$ cat config.mk
export PLATFORM = sky130hd
export DESIGN_NAME = rtcp_tuner_status_parser
export DESIGN_NICKNAME = d
export VERILOG_FILES = /design/src/rtsp_pkg.sv /design/src/rtsp_text_parser.sv /design/src/rtcp_tuner_status_parser.sv
export SDC_FILE = /design/constraint.sdc
export NUM_CORES = 1
export LEC_CHECK = 0
export BUFFER_PORTS_ARGS = -buffer_cell sky130_fd_sc_hd__buf_2
export CAP_MARGIN = 5
export CORE_UTILIZATION = 65
export CTS_BUF_LIST = sky130_fd_sc_hd__clkbuf_4
export CTS_CLUSTER_DIAMETER = 120
export DETAILED_ROUTE_END_ITERATION = 7
export GPL_TIMING_DRIVEN = 0
export PLACE_DENSITY = 0.83
export REMOVE_ABC_BUFFERS = 1
export SYNTH_ARGS = -nofsm -noshare
export SYNTH_HDL_FRONTEND = slang
export SYNTH_SLANG_ARGS = --single-unit
$ cat constraint.sdc
create_clock -name i_clk -period 8.71 [get_ports i_clk]
set_input_delay 0.4355 -clock i_clk [delete_from_list [all_inputs] [get_ports i_clk]]
set_output_delay 0.4355 -clock i_clk [all_outputs]
set_load 0.01 [all_outputs]
$ cat src/rtsp_pkg.sv
// ============================================================================
// RTCP tuner status parser package
// Shared word types, parse-state record and phase codes.
// ============================================================================
package rtsp_pkg;

    // RTCP packet type of an APP packet.
    localparam logic [7:0] APP_TYPE = 8'd204;

    // Saturation limit of all 16-bit magnitudes.
    localparam logic [15:0] SAT16 = 16'hffff;

    // Parse phases.
    localparam logic [2:0] PH_TAG    = 3'd0;  // looking for ";tuner="
    localparam logic [2:0] PH_COMMA  = 3'd1;  // looking for the comma after the tag
    localparam logic [2:0] PH_VSTART = 3'd2;  // before a value: space, sign or digit
    localparam logic [2:0] PH_NUM    = 3'd3;  // inside a number
    localparam logic [2:0] PH_DONE   = 3'd4;  // parsing finished for this string

    // One input word.
    typedef struct packed {
        logic [7:0] data_byte;
        logic       last_byte;
    } t_in_word;

    // One result word.
    typedef struct packed {
        logic [15:0] signal_strength;
        logic        locked;
        logic [15:0] signal_quality;
        logic        tuner_found;
    } t_out_word;

    // Text parser state.
    typedef struct packed {
        logic [2:0]  tag_match;
        logic [2:0]  phase;
        logic [1:0]  field_index;
        logic [15:0] value_acc;
        logic        value_negative;
        logic        digit_seen;
        logic [15:0] level_value;
        logic        lock_flag;
        logic [15:0] quality_value;
    } t_parse;

endpackage

$ cat src/rtsp_text_parser.sv
// ============================================================================
// RTCP tuner status text parser
// Next-state logic of the ";tuner=" string scanner and the result scaling.
// ============================================================================
module rtsp_text_parser (
    input  rtsp_pkg::t_parse    i_state,
    input  logic [7:0]          i_char,
    input  logic                i_feed,
    input  logic                i_clear,
    output rtsp_pkg::t_parse    o_state,
    output rtsp_pkg::t_out_word o_result
);
    import rtsp_pkg::*;

    function automatic logic [7:0] tag_char(input logic [2:0] idx);
        logic [7:0] ch;
        unique case (idx)
            3'd0:    ch = 8'h3b;  // ';'
            3'd1:    ch = 8'h74;  // 't'
            3'd2:    ch = 8'h75;  // 'u'
            3'd3:    ch = 8'h6e;  // 'n'
            3'd4:    ch = 8'h65;  // 'e'
            3'd5:    ch = 8'h72;  // 'r'
            3'd6:    ch = 8'h3d;  // '='
            default: ch = 8'h3b;  // index wraps onto the first character
        endcase
        return ch;
    endfunction

    // Store the value just parsed into its field and move to the next field.
    function automatic t_parse commit(input t_parse s);
        t_parse     n;
        logic [15:0] v;
        n = s;
        v = s.value_negative ? 16'd0 : s.value_acc;
        unique case (s.field_index)
            2'd0:    n.level_value = v;
            2'd1:    n.lock_flag = (s.value_acc != 16'd0);
            2'd2:    n.quality_value = v;
            default: ;
        endcase
        n.field_index    = s.field_index + 2'd1;
        n.value_acc      = 16'd0;
        n.value_negative = 1'b0;
        n.digit_seen     = 1'b0;
        return n;
    endfunction

    function automatic t_parse feed_char(input t_parse s, input logic [7:0] c);
        t_parse      n;
        logic        is_digit;
        logic        is_space;
        logic [19:0] t;
        n        = s;
        is_digit = (c >= 8'h30) && (c <= 8'h39);
        is_space = (c == 8'h20) || ((c >= 8'd9) && (c <= 8'd13));
        t        = {1'b0, s.value_acc, 3'b000} + {3'b000, s.value_acc, 1'b0}
                   + {16'd0, c[3:0]};
        if (s.phase >= PH_DONE) begin
            n = s;
        end else if (c == 8'h00) begin
            if (s.phase == PH_NUM && s.digit_seen) begin
                n = commit(s);
            end
            n.phase = PH_DONE;
        end else begin
            unique case (s.phase)
                PH_TAG: begin
                    if (c == tag_char(s.tag_match)) begin
                        if (s.tag_match == 3'd6) begin
                            n.tag_match = 3'd0;
                            n.phase     = PH_COMMA;
                        end else begin
                            n.tag_match = s.tag_match + 3'd1;
                        end
                    end else begin
                        n.tag_match = (c == 8'h3b) ? 3'd1 : 3'd0;
                    end
                end
                PH_COMMA: begin
                    if (c == 8'h2c) begin
                        n.phase       = PH_VSTART;
                        n.field_index = 2'd0;
                    end
                end
                PH_VSTART: begin
                    n.value_acc      = 16'd0;
                    n.value_negative = 1'b0;
                    n.digit_seen     = 1'b0;
                    if (is_space) begin
                        n.phase = PH_VSTART;
                    end else if (c == 8'h2b || c == 8'h2d) begin
                        n.value_negative = (c == 8'h2d);
                        n.phase          = PH_NUM;
                    end else if (is_digit) begin
                        n.value_acc  = {12'd0, c[3:0]};
                        n.digit_seen = 1'b1;
                        n.phase      = PH_NUM;
                    end else begin
                        n.phase = PH_DONE;
                    end
                end
                default: begin
                    if (is_digit) begin
                        n.value_acc  = (t > {4'd0, SAT16}) ? SAT16 : t[15:0];
                        n.digit_seen = 1'b1;
                    end else if (!s.digit_seen) begin
                        n.phase = PH_DONE;
                    end else begin
                        n = commit(s);
                        n.phase = (c == 8'h2c && n.field_index != 2'd3) ?
                                  PH_VSTART : PH_DONE;
                    end
                end
            endcase
        end
        return n;
    endfunction

    t_parse      post;
    t_parse      fin;
    logic [24:0] strength_full;
    logic [28:0] quality_full;

    always_comb begin
        if (i_clear) begin
            post = '0;
        end else if (i_feed) begin
            post = feed_char(i_state, i_char);
        end else begin
            post = i_state;
        end
    end

    assign o_state = post;

    // A number still open at the end of the string is committed for the result.
    assign fin = (post.phase == PH_NUM && post.digit_seen) ? commit(post) : post;

    // level * 257 and quality * 4369 (0x1111) as shift-and-add.
    assign strength_full = {1'b0, fin.level_value, 8'd0} + {9'd0, fin.level_value};
    assign quality_full  = {1'b0, fin.quality_value, 12'd0}
                         + {5'd0, fin.quality_value, 8'd0}
                         + {9'd0, fin.quality_value, 4'd0}
                         + {13'd0, fin.quality_value};

    always_comb begin
        o_result.signal_strength = (strength_full[24:16] != 9'd0) ? SAT16 :
                                   strength_full[15:0];
        o_result.locked          = fin.lock_flag;
        if (!fin.lock_flag) begin
            o_result.signal_quality = 16'd0;
        end else begin
            o_result.signal_quality = (quality_full[28:16] != 13'd0) ? SAT16 :
                                      quality_full[15:0];
        end
        o_result.tuner_found = (fin.phase == PH_VSTART) || (fin.phase == PH_NUM)
                             || (fin.phase == PH_DONE && fin.field_index != 2'd0);
    end

endmodule

$ cat src/rtcp_tuner_status_parser.sv
// ============================================================================
// RTCP tuner status parser
// Walks an RTCP compound datagram byte by byte and reports tuner status.
// ============================================================================
// The block takes one datagram byte per word on the input channel, with
// last_byte marking the final byte, and walks the RTCP packet headers. For
// every APP packet that carries a nonzero-length string it scans the text
// for ";tuner=", skips to the next comma and reads three signed decimals
// (level, lock, quality). When the string ends, at its stated length, at the
// packet end or at the datagram end, one result word is produced: strength
// is level*257, locked is lock nonzero, quality is quality*4369 when locked;
// strength and quality saturate at 65535 and are zero for negative values.
// The block sustains one byte per clock cycle; a byte is held in an input
// register and processed from there, and the byte that closes a string
// writes its result into the output register. Input is stalled only when a
// byte that closes a string finds the output register still occupied by a
// result that is being stalled.
// ============================================================================
module rtcp_tuner_status_parser (
    input  logic                i_clk,
    input  logic                i_rst_n,
    input  logic                i_in_valid,
    output logic                o_in_stall,
    input  rtsp_pkg::t_in_word  i_in_data,
    output logic                o_out_valid,
    input  logic                i_out_stall,
    output rtsp_pkg::t_out_word o_out_data
);
    import rtsp_pkg::*;

    // Input register.
    logic       r_in_valid;
    t_in_word   r_in_data;

    // Packet walking state.
    logic [17:0] r_offset, n_offset;
    logic [15:0] r_words, n_words;
    logic [7:0]  r_kind, n_kind;
    logic [15:0] r_text_len, n_text_len;
    logic [15:0] r_text_cnt, n_text_cnt;

    // Text parser state.
    t_parse      r_parse, n_parse;

    // Result register.
    logic        r_out_valid;
    t_out_word   r_out_data;

    logic        advance;
    logic        accept;
    logic        string_end;
    logic        feed;
    logic        clear;
    logic        at_end;
    logic        is_app;
    logic [7:0]  b;
    logic        last;
    logic [15:0] cnt_inc;
    t_out_word   result;

    assign b    = r_in_data.data_byte;
    assign last = r_in_data.last_byte;

    // Header fields are taken as they stream past, so the byte that sets the
    // length already sees it for the end-of-packet check.
    always_comb begin
        n_kind     = r_kind;
        n_words    = r_words;
        n_text_len = r_text_len;
        n_text_cnt = r_text_cnt;
        feed       = 1'b0;
        clear      = 1'b0;
        string_end = 1'b0;
        cnt_inc    = r_text_cnt + 16'd1;

        if (r_offset == 18'd0) begin
            n_kind     = 8'd0;
            n_words    = 16'd0;
            n_text_len = 16'd0;
        end
        if (r_offset == 18'd1) begin
            n_kind = b;
        end
        if (r_offset == 18'd2) begin
            n_words = {b, 8'd0};
        end
        if (r_offset == 18'd3) begin
            n_words = {r_words[15:8], b};
        end

        at_end = (r_offset >= 18'd3) && (r_offset == {n_words, 2'b11});
        is_app = (n_kind == APP_TYPE) && (n_words > 16'd1);

        if (is_app) begin
            if (r_offset == 18'd14) begin
                n_text_len = {b, 8'd0};
            end else if (r_offset == 18'd15) begin
                n_text_len = {n_text_len[15:8], b};
                n_text_cnt = 16'd0;
                clear      = 1'b1;
                string_end = (n_text_len != 16'd0) && (at_end || last);
            end else if (r_offset >= 18'd16 && n_text_len != 16'd0) begin
                feed       = 1'b1;
                n_text_cnt = cnt_inc;
                string_end = (cnt_inc == n_text_len) || at_end || last;
            end
        end

        if (string_end) begin
            n_text_len = 16'd0;
        end

        if (last) begin
            n_offset   = 18'd0;
            n_words    = 16'd0;
            n_kind     = 8'd0;
            n_text_len = 16'd0;
            n_text_cnt = 16'd0;
        end else if (at_end) begin
            n_offset = 18'd0;
        end else begin
            n_offset = r_offset + 18'd1;
        end
    end

    rtsp_text_parser u_text_parser (
        .i_state  (r_parse),
        .i_char   (b),
        .i_feed   (feed),
        .i_clear  (clear),
        .o_state  (n_parse),
        .o_result (result)
    );

    // The held byte moves on unless it closes a string while the result
    // register is full and stalled.
    assign advance    = r_in_valid && (!string_end || !r_out_valid || !i_out_stall);
    assign o_in_stall = r_in_valid && !advance;
    assign accept     = i_in_valid && !o_in_stall;

    always_ff @(posedge i_clk) begin
        if (!i_rst_n) begin
            r_in_valid  <= 1'b0;
            r_out_valid <= 1'b0;
            r_offset    <= 18'd0;
            r_words     <= 16'd0;
            r_kind      <= 8'd0;
            r_text_len  <= 16'd0;
            r_text_cnt  <= 16'd0;
            r_parse     <= '0;
        end else begin
            if (accept) begin
                r_in_valid <= 1'b1;
            end else if (advance) begin
                r_in_valid <= 1'b0;
            end

            if (advance) begin
                r_offset   <= n_offset;
                r_words    <= n_words;
                r_kind     <= n_kind;
                r_text_len <= n_text_len;
                r_text_cnt <= n_text_cnt;
                r_parse    <= n_parse;
            end

            if (advance && string_end) begin
                r_out_valid <= 1'b1;
            end else if (!i_out_stall) begin
                r_out_valid <= 1'b0;
            end
        end
    end

    always_ff @(posedge i_clk) begin
        if (accept) begin
            r_in_data <= i_in_data;
        end
        if (advance && string_end) begin
            r_out_data <= result;
        end
    end

    assign o_out_valid = r_out_valid;
    assign o_out_data  = r_out_data;

endmodule

**Word level (Yosys, flattened, before mapping)**

Cells that the tools add are included.

- Add/subtract/negate cells: 11
- $mul: 0
- Divide/modulo/power cells: 0
- $lt $le $gt $ge: 9
- Equal/unequal tests: 34
- Shifts and indexed selects: 0
- Multiplexer cells: 85
- Bitwise gates (word level): 0
- Reduce and logical (&&, ||, !) cells: 48

Operator list:

| kind | count |
|---|---|
| $mux 16 | 24 |
| $mux 59 | 4 |
| $mux 53 | 3 |
| $mux 8 | 9 |
| $mux 33 | 2 |
| $reduce_bool 16->1 | 4 |
| $mux 18 | 3 |
| $pmux 7 s6 | 1 |
| $eq 8x6->1 const B | 5 |
| $eq 18x2->1 const B | 2 |
| $eq 18x4->1 const B | 2 |
| $pmux 18 s2 | 1 |
| $add 28x24->29 | 1 |
| $add 29x16->29 | 1 |
| $add 29x20->29 | 1 |
| $mux 3 | 9 |
| $add 24x16->25 | 1 |
| $mux 1 | 23 |
| $eq 3x2->1 const B | 7 |
| $add 19x17->20 | 1 |
| $add 20x4->20 | 1 |
| $gt 20x16->1 const B | 1 |
| $add 18x1->18 const B | 1 |
| $eq 18x1->1 const B | 1 |
| 40 further kinds | 79 |

- Bits in registers: 178
- Bits in latches: 0
- Bits in writable memories: 0
- Bits in read-only memories: 0
- Input port bits: 13
- Output and inout bits: 36
- Memories kept: 0

**Longest topological paths before layout**

- Depth in word-level cells: 25
- Depth in mapped cells: 38
- Gate-level depth less buffers: 35

**Cells and area by module**

Synthesis repeated with hierarchy kept, for this count alone.

- Cell total of the unflattened synthesis: 1815
- Area, all modules: 14432.6 µm²

By module, submodules not included:

| module | instances | cells each | area each (µm²) | sequential area each (µm²) |
|---|---|---|---|---|
| rtcp_tuner_status_parser | 1 | 911 | 8231.6 | 3993.8 |
| rtsp_text_parser | 1 | 904 | 6200.9 | 0.0 |

**Worst setup path before layout**

OpenSTA, ideal clock, no wires.

- Path type: reg-to-reg
- Start point: register r_offset[7]
- End point: register r_out_data (netlist bit o_out_data[7]) (data pin)
- Arrival: 7.731 ns
- Required time: 8.439 ns
- Path slack: 0.708 ns
- Cell stages (with the launch flop): 37
- Clock period less this slack: 8.002 ns
- Cell sequence: dfxtp_1 > clkbuf_2 > nor4_2 > and2_1 > buf_6 > nand2_2 > o311a_1 > a31o_1 > buf_2 > nor3_1 > clkbuf_1 > clkbuf_1 > nor2_1 > inv_1 > ha_1 > inv_1 > a21oi_2 > nand2_1 > o31ai_1 > fa_1 > xnor2_1 > ha_1 > ha_1 > clkbuf_1 > o211a_1 > a32o_1 > a2111oi_0 > o21ai_0 > and3_1 > o41ai_1 > nand2b_1 > a21oi_1 > o21ai_0 > mux2i_4 > nor3_4 > buf_4 > a21oi_1

RTL lines:

| what | line | RTL |
|---|---|---|
| from (decl) | rtcp_tuner_status_parser.sv:36 | `logic [17:0] r_offset, n_offset;` |
| from (signal assigned) | rtcp_tuner_status_parser.sv:159 | `r_offset <= n_offset;` |
| to (signal assigned) | rtcp_tuner_status_parser.sv:180 | `r_out_data <= result;` |
| to (decl) | rtcp_tuner_status_parser.sv:47 | `t_out_word r_out_data;` |

==> out/qor.yml <==
worst_setup_path:
  crit_required_ns: 9.18
  startpoint_type: "flip-flop"
  cpMaxStageDelayCell: "o311ai_0"
  reg2reg_slack_ns: 0.22
  critPathArrivalTime_ns: 8.96
  end_kind: "flip-flop"
  critical_path_peak_fanout: 15
  worstSetupPathType: "flip-flop to flip-flop"
  critPathMaxStageDelay_ns: 0.55
routing:
  dr_total_vias: 13529
  ant_nets: 0
  drt_iter0_drc: 1444
  routed_wirelength_um: 39170
  route.detailed.drc: 6
  first_pass_iters: 8
  wire_per_inst_um: 19.66
  vias_per_cell: 6.792
layout:
  fin_cells: 1992
  areaGrowthSynthToFinish_pct: 8.732
  drive_above_1_share_pct: 12.56
  fin_util_pct: 72.83
  finish.net_count: 1828
clock_network:
  cts_tree: "done"
  clkLatencyLatePin_ns: 0.63
  cts.reportedPaths.clkPinSlew_ns: 0.16
  h-tree-depth: 4
  numCtsBuffers: 17
  cts_root_buffer: "clkbuf_4"
  clock_path_buffers: 2
  clock_sinks: 178
sta:
  tightestPinTransition_ns: 1.292
  max_freq_ghz: 0.1177
  slew_headroom_pct: 13.84
  min_period_ns: 8.495
  hold_ws_ns: 0.08000
  report.final.slew_viol_count: 0
  hold_violations: 0
  finClkSkew_ns: 0.04311
  post-route-period-util_pct: 97.53
  setup_viol: 0
floorplan:
  start_util_pct: 66.98
  rows: 52
  io_pins: 49
  dieHeight_um: 147.1
  fp.dieW_um: 147.1
  fp.dieArea_sq_um: 21640
  core-area_sq_um: 20430
synth:
  yosysWarnings: 0
  synth_commonest_cells: "197 x nand2_1, 136 x a21oi_1, 135 x dfxtp_1, 130 x nor2_1, 97 x o21ai_0"
  syn_area_per_cell_sq_um: 8.101
  synthTopCellsByArea: "dfxtp_1 20%, edfxtp_1 9.4%, ha_1 8.5%, nand2_1 5.4%, a21oi_1 5.0%"
  ys_ff_latch: 178
  ys.flop_type: "dfxtp_1"
  synth_cell_types: 112
  synth_edf_count: 43
  yosysTopAreaCell: "dfxtp_1"
  synthCells: 1689
  synth-seq-area-share_pct: 29.19
  async_reset_ff_share_pct: 0
  synth_most_common_cell: "nand2_1"
  synth_top_cell_area_share_pct: 19.75
  synthesis.area_sq_um: 13680
power_and_ir_drop:
  ir_worst_vdd_mv: 0.09018
  p_per_area_nw_per_um2: 101.6
  power_leakage_nw: 6.021
grt:
  grt_pass1_vias: 12800
  overflow: 0
  grt_pass1_wl_um: 63270
  grt_max_degree: 40
  antenna_found_initial: 1
  grt_usage_pct: 35.98
place:
  port_buffers: 48
  gp_congestion: 0.9779
  dp_cells: 1922
  dp_hpwl_um: 27510
run_status:
  violations: "design-rule violations"
  status: "finished with violations"
hold_path:
  hp-class: "input pin to flip-flop"
job:
  max-cap-violations: 0
final timing paths:
kind	startpoint	endpoint	cells past startpoint
max reg2reg	r_offset[2]$_SDFFE_PN0P_	o_out_data[4]$_SDFFCE_PN0P_	32
max	r_offset[2]$_SDFFE_PN0P_	o_out_data[4]$_SDFFCE_PN0P_	32
min	i_in_valid	r_in_valid$_SDFFE_PN0P_	3
min reg2reg	r_parse[17]$_SDFFE_PN0P_	r_parse[17]$_SDFFE_PN0P_	2
area by class of cell:
class	count	area, sq um
Inverter	59	221.5
Sequential cell	178	3994
Multi-Input combinational cell	1360	9392
Timing Repair Buffer	91	643.1
Fill cell	1622	5552
Clock inverter	15	157.7
Antenna cell	2	5.005
Tap cell	270	337.8
Clock buffer	17	127.6
layer usage:
layer | vias to the layer above | global-route usage, % | routed length [um]
met5 | - | 0 | 0
met4 | 0 | 20.15 | 1994
met3 | 157 | 4.658 | 2734
met2 | 667 | 60.57 | 18550
met1 | 6394 | 44.48 | 15890
li1 | 6311 | - | -
flip-flops by register name (all words and copies together) (netlist names):
| name | count |
|---|---|
| r_kind | 8 |
| r_text_len | 16 |
| r_words | 16 |
| r_parse | 59 |
| o_out_valid | 1 |
| r_in_valid | 1 |
| last | 1 |
| r_offset | 18 |
| b | 8 |
| o_out_data | 34 |
| r_text_cnt | 16 |
through the flow:
step	area (sq um)	worst slack, ns	power (mW)	TNS (ns)
6_report	14880	0.2153	1.511	0
4_1_cts	14560	0.03004	1.495	0
3_5_place_dp	14000	-1.292	1.007	-19.67
3_3_place_gp	13870	-2.956	0.9993	-95.07
5_1_grt	14880	-0.07665	1.552	-0.3277
2_1_floorplan	13290	-0.2370	0.9584	-3.196
cells by family after synthesis:
logic type      Yosys count  share of synthesized area, %
flops                   178                         29.19
simple gates            654                         24.49
mux                      19                         1.609
compound gates          506                         24.76
buf+inv                 151                         4.471
fa+ha+maj               109                         10.77
xor+xnor                 72                         4.709
power breakdown:
group | switching [mW] | internal (mW)
clock | 0.342 | 0.157
sequential | 0.0201 | 0.850
combinational | 0.0922 | 0.0498
total | 0.455 | 1.06
placed cells by master, fill, tap and decap left out, types with 30 or more instances in the layout:
cell        n
edfxtp_1   43
buf_2      48
nand2_1   194
nand3_1    54
xor2_1     30
dfxtp_1   135
o21ai_0    93
nand4_1    31
ha_1       91
nor2_1    130
nor3_1     40
xnor2_1    39
a21o_1     31
inv_1      57
a21oi_1   131
critical path, delay by kind of cell, from the launching register on:
kind / cells / cell delay (ns)
compound gates: 15 / 3.61
xor+xnor: 1 / 0.25
fa+ha+maj: 4 / 1.37
buf+inv: 3 / 0.31
flops: 1 / 0.44
simple gates: 9 / 2.36
repair_timing:
action | in CTS | in global routing
hold buffers | 9 | 0
gates resized for setup | 23 | 36
endpoints found under the setup margin | 16 | 16
pin swaps | 3 | 7
hold endpoints to repair | 9 | 0
setup buffers | 10 | 16
(Power assumes the default switching activity.)
